File: config.mk
export PLATFORM = sky130hd
export DESIGN_NAME = waveform_peak_overview_top
export DESIGN_NICKNAME = d
export VERILOG_FILES = /design/src/wpo_pkg.sv /design/src/waveform_peak_overview_top.sv /design/src/wpo_queue.sv /design/src/wpo_front.sv /design/src/wpo_back.sv
export SDC_FILE = /design/constraint.sdc
export NUM_CORES = 1
export LEC_CHECK = 0
export BUFFER_PORTS_ARGS = -buffer_cell sky130_fd_sc_hd__buf_2
export CORE_UTILIZATION = 30
export DETAILED_ROUTE_END_ITERATION = 12
export PLACE_DENSITY = 0.54
export SETUP_SLACK_MARGIN = 0.1
export SYNTH_ARGS = -nofsm -noshare
export SYNTH_HDL_FRONTEND = slang
export SYNTH_SLANG_ARGS = --single-unit
File: constraint.sdc
create_clock -name clk -period 13.21 [get_ports clk]
set_input_delay 1.321 -clock clk [delete_from_list [all_inputs] [get_ports clk]]
set_output_delay 1.321 -clock clk [all_outputs]
set_load 0.1 [all_outputs]
File: src/wpo_pkg.sv
// Shared types and constants for the waveform peak overview block.
// No dependencies; every other file of the block imports this package.
package wpo_pkg;

  localparam int FRAME_BITS     = 24;
  localparam int BIN_NUM_BITS   = 9;
  localparam int MAX_RESULTS    = 64;
  localparam int CNT_BITS       = $clog2(MAX_RESULTS + 1);
  localparam int QUEUE_DEPTH    = 4;
  localparam int CFG_INDEX_BITS = 2;

  localparam logic [CFG_INDEX_BITS-1:0] REG_FRAME_COUNT = 2'd0;
  localparam logic [CFG_INDEX_BITS-1:0] REG_STEREO_MODE = 2'd1;

  localparam logic [FRAME_BITS-1:0] FRAME_COUNT_RESET = 24'd8;

  typedef struct packed {
    logic full;
    logic empty;
  } q_status_t;

endpackage

File: src/waveform_peak_overview_top.sv
// Waveform peak overview: takes one frame word per cycle into a four-entry
// queue, unless in_stall is raised while that queue is full. The back part
// closes the bins that end on a frame one at a time, emitted or skipped,
// before it retires that frame; a stalled result word holds it further.
// BIN_COUNT must be a power of two. After reset and after each frame_count
// write the bin bounds are set up in the ST_MUL and ST_ADD states in turn.
// Depends on wpo_pkg, wpo_front, wpo_queue and wpo_back.
module waveform_peak_overview_top import wpo_pkg::*; #(
  parameter int BIN_COUNT   = 512,
  parameter int SAMPLE_BITS = 24
) (
  input  logic                          clk,
  input  logic                          rst,
  input  logic                          in_valid,
  output logic                          in_stall,
  input  logic signed [SAMPLE_BITS-1:0] left_sample,
  input  logic signed [SAMPLE_BITS-1:0] right_sample,
  output logic                          out_valid,
  input  logic                          out_stall,
  output logic [SAMPLE_BITS-1:0]        peak_value,
  output logic [BIN_NUM_BITS-1:0]       bin_number,
  output logic                          last_of_run,
  input  logic                          cfg_valid,
  output logic                          cfg_ready,
  input  logic [CFG_INDEX_BITS-1:0]     cfg_index,
  input  logic [FRAME_BITS-1:0]         cfg_data
);

  localparam int ENTRY_BITS = SAMPLE_BITS + FRAME_BITS;

  logic [FRAME_BITS-1:0] frame_count;
  logic                  stereo_mode;
  logic                  cfg_write;
  logic                  recalc;
  logic                  push;
  logic                  pop;
  logic [ENTRY_BITS-1:0] push_data;
  logic [ENTRY_BITS-1:0] head_data;
  q_status_t             q_status;

  assign cfg_ready = 1'b1;
  assign cfg_write = cfg_valid && cfg_ready;
  assign recalc    = cfg_write && (cfg_index == REG_FRAME_COUNT);

  always_ff @(posedge clk) begin
    if (rst) begin
      frame_count <= FRAME_COUNT_RESET;
      stereo_mode <= 1'b0;
    end else if (cfg_write) begin
      if (cfg_index == REG_FRAME_COUNT) begin
        frame_count <= cfg_data;
      end else if (cfg_index == REG_STEREO_MODE) begin
        stereo_mode <= cfg_data[0];
      end
    end
  end

  wpo_front #(.SAMPLE_BITS(SAMPLE_BITS)) u_front (
    .clk          (clk),
    .rst          (rst),
    .in_valid     (in_valid),
    .in_stall     (in_stall),
    .left_sample  (left_sample),
    .right_sample (right_sample),
    .stereo_mode  (stereo_mode),
    .frame_count  (frame_count),
    .q_status     (q_status),
    .push         (push),
    .push_data    (push_data)
  );

  wpo_queue #(.WIDTH(ENTRY_BITS), .DEPTH(QUEUE_DEPTH)) u_queue (
    .clk       (clk),
    .rst       (rst),
    .push      (push),
    .push_data (push_data),
    .pop       (pop),
    .head_data (head_data),
    .status    (q_status)
  );

  wpo_back #(.BIN_COUNT(BIN_COUNT), .SAMPLE_BITS(SAMPLE_BITS)) u_back (
    .clk         (clk),
    .rst         (rst),
    .recalc      (recalc),
    .frame_count (frame_count),
    .head_data   (head_data),
    .q_status    (q_status),
    .pop         (pop),
    .out_valid   (out_valid),
    .out_stall   (out_stall),
    .peak_value  (peak_value),
    .bin_number  (bin_number),
    .last_of_run (last_of_run)
  );

endmodule

File: src/wpo_queue.sv
// Small register FIFO between the front and back parts.
// Depends on wpo_pkg for the status struct.
module wpo_queue import wpo_pkg::*; #(
  parameter int WIDTH = 48,
  parameter int DEPTH = 4
) (
  input  logic             clk,
  input  logic             rst,
  input  logic             push,
  input  logic [WIDTH-1:0] push_data,
  input  logic             pop,
  output logic [WIDTH-1:0] head_data,
  output q_status_t        status
);

  localparam int PTR_BITS = $clog2(DEPTH);

  logic [WIDTH-1:0]  entries [DEPTH];
  logic [PTR_BITS:0] wr_ptr;
  logic [PTR_BITS:0] rd_ptr;
  logic              do_push;
  logic              do_pop;

  assign status.empty = (wr_ptr == rd_ptr);
  assign status.full  = (wr_ptr[PTR_BITS] != rd_ptr[PTR_BITS]) &&
                        (wr_ptr[PTR_BITS-1:0] == rd_ptr[PTR_BITS-1:0]);
  assign do_push   = push && !status.full;
  assign do_pop    = pop && !status.empty;
  assign head_data = entries[rd_ptr[PTR_BITS-1:0]];

  always_ff @(posedge clk) begin
    if (rst) begin
      wr_ptr <= '0;
      rd_ptr <= '0;
    end else begin
      if (do_push) begin
        wr_ptr <= wr_ptr + 1'b1;
      end
      if (do_pop) begin
        rd_ptr <= rd_ptr + 1'b1;
      end
    end
  end

  always_ff @(posedge clk) begin
    if (do_push) begin
      entries[wr_ptr[PTR_BITS-1:0]] <= push_data;
    end
  end

endmodule

File: src/wpo_front.sv
// Front part: takes input words, down-mixes, forms the magnitude and
// drops frames past the end. Depends on wpo_pkg.
module wpo_front import wpo_pkg::*; #(
  parameter int SAMPLE_BITS = 24
) (
  input  logic                         clk,
  input  logic                         rst,
  input  logic                         in_valid,
  output logic                         in_stall,
  input  logic signed [SAMPLE_BITS-1:0] left_sample,
  input  logic signed [SAMPLE_BITS-1:0] right_sample,
  input  logic                         stereo_mode,
  input  logic [FRAME_BITS-1:0]        frame_count,
  input  q_status_t                    q_status,
  output logic                         push,
  output logic [SAMPLE_BITS+FRAME_BITS-1:0] push_data
);

  logic [FRAME_BITS-1:0]  frame_index;
  logic signed [SAMPLE_BITS:0] left_ext;
  logic signed [SAMPLE_BITS:0] right_ext;
  logic signed [SAMPLE_BITS:0] sum;
  logic [SAMPLE_BITS-1:0] mix;
  logic [SAMPLE_BITS-1:0] mag;
  logic                   accept;

  assign left_ext  = {left_sample[SAMPLE_BITS-1], left_sample};
  assign right_ext = stereo_mode ? {right_sample[SAMPLE_BITS-1], right_sample} : left_ext;
  assign sum       = left_ext + right_ext;
  assign mix       = sum[SAMPLE_BITS:1];
  assign mag       = mix[SAMPLE_BITS-1] ? (~mix + 1'b1) : mix;

  assign in_stall  = q_status.full;
  assign accept    = in_valid && !in_stall;
  assign push      = accept && (frame_index < frame_count);
  assign push_data = {mag, frame_index};

  always_ff @(posedge clk) begin
    if (rst) begin
      frame_index <= '0;
    end else if (push) begin
      frame_index <= frame_index + 1'b1;
    end
  end

endmodule

File: src/wpo_back.sv
// Back part: walks the bin bounds for each queued frame, keeps the running
// peak and drives the output register. Depends on wpo_pkg.
module wpo_back import wpo_pkg::*; #(
  parameter int BIN_COUNT   = 512,
  parameter int SAMPLE_BITS = 24
) (
  input  logic                          clk,
  input  logic                          rst,
  input  logic                          recalc,
  input  logic [FRAME_BITS-1:0]         frame_count,
  input  logic [SAMPLE_BITS+FRAME_BITS-1:0] head_data,
  input  q_status_t                     q_status,
  output logic                          pop,
  output logic                          out_valid,
  input  logic                          out_stall,
  output logic [SAMPLE_BITS-1:0]        peak_value,
  output logic [BIN_NUM_BITS-1:0]       bin_number,
  output logic                          last_of_run
);

  localparam int BIN_BITS = $clog2(BIN_COUNT);
  localparam int KW       = BIN_BITS + 1;
  localparam int AW       = KW + FRAME_BITS;
  localparam int EW       = FRAME_BITS + 1;

  localparam logic [1:0] ST_MUL = 2'd0;
  localparam logic [1:0] ST_ADD = 2'd1;
  localparam logic [1:0] ST_RUN = 2'd2;

  logic [1:0]             state;
  logic [KW-1:0]          current_bin;
  logic [AW-1:0]          acc_start;
  logic [AW-1:0]          acc_end;
  logic [AW-1:0]          bin_product;
  logic [SAMPLE_BITS-1:0] running_peak;
  logic                   fresh;
  logic [CNT_BITS-1:0]    count;
  logic                   pend_valid;
  logic [SAMPLE_BITS-1:0] pend_peak;
  logic [KW-1:0]          pend_bin;

  logic [SAMPLE_BITS-1:0] mag;
  logic [FRAME_BITS-1:0]  frame;
  logic [EW-1:0]          frame_ext;
  logic [EW-1:0]          frame_plus;
  logic [EW-1:0]          start_f;
  logic [EW-1:0]          end_f;
  logic [SAMPLE_BITS-1:0] peak_eff;
  logic                   close;
  logic                   emit;
  logic                   out_free;
  logic                   advance;
  logic                   load_out;

  assign mag        = head_data[SAMPLE_BITS+FRAME_BITS-1:FRAME_BITS];
  assign frame      = head_data[FRAME_BITS-1:0];
  assign frame_ext  = {1'b0, frame};
  assign frame_plus = frame_ext + 1'b1;
  assign start_f    = acc_start[AW-1:BIN_BITS];
  assign end_f      = acc_end[AW-1:BIN_BITS];
  assign bin_product = {{FRAME_BITS{1'b0}}, current_bin} * {{KW{1'b0}}, frame_count};

  assign peak_eff = (fresh && (mag > running_peak)) ? mag : running_peak;
  assign close    = !current_bin[KW-1] &&
                    ((end_f == start_f) ? (start_f <= frame_ext) : (end_f <= frame_plus));
  assign emit     = (count < CNT_BITS'(MAX_RESULTS));
  assign out_free = !out_valid || !out_stall;
  assign advance  = (state == ST_RUN) && !q_status.empty && (!pend_valid || out_free);
  assign pop      = advance && !close;
  assign load_out = advance && pend_valid && (!close || emit);

  always_ff @(posedge clk) begin
    if (rst) begin
      state        <= ST_MUL;
      current_bin  <= '0;
      running_peak <= '0;
      fresh        <= 1'b1;
      count        <= '0;
      pend_valid   <= 1'b0;
      out_valid    <= 1'b0;
    end else begin
      if (load_out) begin
        out_valid <= 1'b1;
      end else if (!out_stall) begin
        out_valid <= 1'b0;
      end
      if (recalc) begin
        state <= ST_MUL;
      end else begin
        unique case (state)
          ST_MUL: begin
            state <= ST_ADD;
          end
          ST_ADD: begin
            state <= ST_RUN;
          end
          ST_RUN: begin
            if (advance) begin
              if (close) begin
                fresh        <= 1'b0;
                running_peak <= (end_f <= frame_ext) ? mag : '0;
                current_bin  <= current_bin + 1'b1;
                if (emit) begin
                  count      <= count + 1'b1;
                  pend_valid <= 1'b1;
                end
              end else begin
                fresh        <= 1'b1;
                running_peak <= peak_eff;
                count        <= '0;
                pend_valid   <= 1'b0;
              end
            end
          end
          default: begin
            state <= ST_MUL;
          end
        endcase
      end
    end
  end

  always_ff @(posedge clk) begin
    if (state == ST_MUL) begin
      acc_start <= bin_product;
    end else if (state == ST_ADD) begin
      acc_end <= acc_start + {{KW{1'b0}}, frame_count};
    end else if (advance && close) begin
      acc_start <= acc_end;
      acc_end   <= acc_end + {{KW{1'b0}}, frame_count};
    end
    if (advance && close && emit) begin
      pend_peak <= peak_eff;
      pend_bin  <= current_bin;
    end
    if (load_out) begin
      peak_value  <= pend_peak;
      bin_number  <= BIN_NUM_BITS'(pend_bin);
      last_of_run <= !close;
    end
  end

endmodule

==> flow_summary.json <==
{
  "clock.fmax_mhz": 140.1,
  "yosysWarnings": 0,
  "met2_length_um": 38470,
  "fp.dieW_um": 320.5,
  "synth_nets": 3382,
  "min_from": "u_back.pend_bin[2]",
  "hpwl_um": 58310,
  "fin_cells": 4346,
  "dp_cells": 4261,
  "dr.pass1.iters": 6,
  "yosys-top-cells-area": "edfxtp_1 32%, fa_1 12%, ha_1 10%",
  "r2r_start": "u_back.current_bin[9]",
  "cts-hold-fix-buffers": 0,
  "cts_buffers": 46,
  "worstSkewPairLatency_ns": 0.63,
  "critPathLaunch": "u_back.current_bin[9]",
  "fin_crit_ns": 7.136,
  "power_density_nw_per_um2": 117.0,
  "areaGrowthSynthToFinish_pct": 12.18,
  "grt_start_max_net_pins": 68,
  "first_iter_violations": 1590,
  "ys_seq_area_frac": 0.3905,
  "synth_area_leader_cell": "edfxtp_1",
  "power.total_mw": 3.995,
  "holdCritPathClass": "register to register",
  "routedWlPerCell_um": 18.05,
  "antenna_found_initial": 2,
  "grt_usage": 0.1549,
  "whs_ns": 0.4100,
  "cp-start-kind": "register",
  "syn-cell-area_um2": 30430,
  "fin_tns_setup_ns": 0,
  "cts_buffer_depth": 3,
  "cp_data_arrival_time_ns": 7.49,
  "fp-row-count": 116,
  "register_area_um2": 11890,
  "multi_input_area_um2": 17080,
  "cp-end-kind": "register",
  "initial_core_util": 0.3034,
  "nets": 3454,
  "fillCellCount": 10170,
  "numPortBuffers": 114,
  "grt_pass1_wl_um": 124600,
  "synth.avg_cell_area_um2": 10.56,
  "cp_max_fo": 17,
  "synth.top_cell.area_share": 0.3227,
  "drc_errors": 0,
  "synth-seq-cells": 430,
  "slew-limit-headroom": 0.1905,
  "yosys.cell_types.count": 85,
  "via_count": 21040,
  "hold_viol": 0,
  "cap_viol_max_count": 0,
  "routed_wl_um": 78460,
  "vias_per_cell": 4.840,
  "wl_met3_um": 2534,
  "fin_crit_sh": 0.5402,
  "synthCells": 2880,
  "synth-main-ff-cell": "edfxtp_1",
  "n_antenna_cell": 0,
  "die-area_um2": 102700,
  "rsz0062_at_grt": "false",
  "crit_type": "register to register",
  "gp_congestion": 0.8542,
  "status": "completed",
  "drive_above_1_share": 0.1114,
  "grt_pass1_vias": 21540,
  "met1_length_um": 36050,
  "h-tree-depth": 2,
  "design.core.area_um2": 100300,
  "worst_pin_slew_ns": 1.213,
  "overflow": 0,
  "clk_pin_slew_ns": 0.07,
  "async_flop_share": 0,
  "drv_slew": 0,
  "cts-root-buf": "clkbuf_16",
  "routed.top_layer": "met5",
  "clock_skew_ns": 0.03273,
  "utilization": 0.3403,
  "io_pins": 116,
  "required_ns": 13.56,
  "leakage_nw": 14.26,
  "cts_sinks": 430,
  "vdd_ir_drop_max_mv": 0.08096,
  "setup_viol": 0,
  "tritoncts": "done",
  "synth_edf_count": 327,
  "cts_setup_buffers": 0,
  "die_h_um": 320.5,
  "ant_nets": 0,
  "post_cts_resized": 0
}
==> cell usage in the layout, fill, tap and decap left out, types with 32 or more instances in the layout <==
cell,count
inv_1,277
clkbuf_16,46
nand2_1,388
dfxtp_1,101
nand3_1,44
mux4_2,48
xor2_1,55
buf_4,32
nor2_1,158
buf_2,113
o21ai_0,95
edfxtp_1,327
a21o_1,75
and2_1,101
nand4_1,33
a21oi_1,136
fa_1,176
xnor2_1,110
ha_1,247
==> stage by stage <==
step / worst slack, ns / cell area [um^2]
6_report: 6.075 / 34130
5_1_grt: 5.619 / 34130
4_1_cts: 6.095 / 34130
3_5_place_dp: 6.117 / 32520
3_3_place_gp: 6.219 / 32520
2_1_floorplan: 7.001 / 30430
==> critical path: stages (launching register included) <==
cell,delay [ns]
dfxtp_1,0.57
clkinv_1,0.65
nor2_1,0.35
fa_1,0.45
fa_1,0.52
fa_1,0.52
fa_1,0.54
inv_1,0.06
fa_1,0.53
inv_1,0.04
ha_1,0.34
and3_1,0.25
a221o_1,0.40
a21o_1,0.18
a221oi_1,0.69
o31ai_1,0.25
a211oi_1,0.31
xnor2_1,0.15
o21ai_1,0.07
==> state kept, by name, summed over array words and instances (netlist names), 9 cells and up, named ones only <==
signal and count:
u_queue.entries 192, u_front.frame_index 24, u_back.current_bin 10, u_back.running_peak 24, u_back.acc_start 34, u_back.pend_peak 24, u_back.bin_number 9, u_back.pend_bin 9
u_back.peak_value 24, frame_count 24, u_back.acc_end 34
==> path summary, 6_finish.rpt <==
check	end	slack, ns	cells past startpoint
max	u_back.acc_start[33]	6.07	18
min	u_back.bin_number[2]	0.41	0
max reg2reg	u_back.acc_start[33]	6.07	18
min reg2reg	u_back.bin_number[2]	0.41	0
==> cell type report <==
cell class / count / share of cell area
inverter: 280 / 0.03079
multi-input combinational: 2049 / 0.5003
tap: 1357 / 0.04974
clock buffer: 64 / 0.03776
clock inverter: 21 / 0.009531
timing repair buffer: 145 / 0.02361
sequential: 430 / 0.3482
==> synthesized netlist by cell type, drive strengths merged, types with 18 or more instances <==
cell type    n
nand2      388
edfxtp     327
inv        277
ha         247
fa         176
nor2       160
a21oi      137
xnor2      110
o21ai      107
and2       106
clkbuf     105
dfxtp      103
a21o        76
xor2        56
mux4        48
nand3       44
nand4       33
mux2        29
a211oi      28
nor3        25
a22o        24
nand2b      20
nor2b       19
and3        18
mux2i       18
==> routing by layer <==
metal,GRT usage,vias to the layer above
met5,0,-
met4,0.03530,2
met3,0.01591,82
met2,0.2682,312
met1,0.2073,10480
li1,-,10160
==> report_power, final <==
group / switching, mW / internal [mW] / total (mW)
Clock: 0.578 / 0.794 / 1.37
Combinational: 0.544 / 0.344 / 0.889
Sequential: 0.0951 / 1.64 / 1.73
==> cells by family after synthesis <==
group | after synthesis | share of synthesized area
flops | 430 | 0.3905
xor+xnor | 166 | 0.04803
other cells | 1 | 0.0001232
compound gates | 501 | 0.1100
simple gates | 863 | 0.1316
fa+ha+maj | 423 | 0.2174
buf+inv | 401 | 0.05025
mux | 95 | 0.05218
Power figures use the tool's default switching activity.
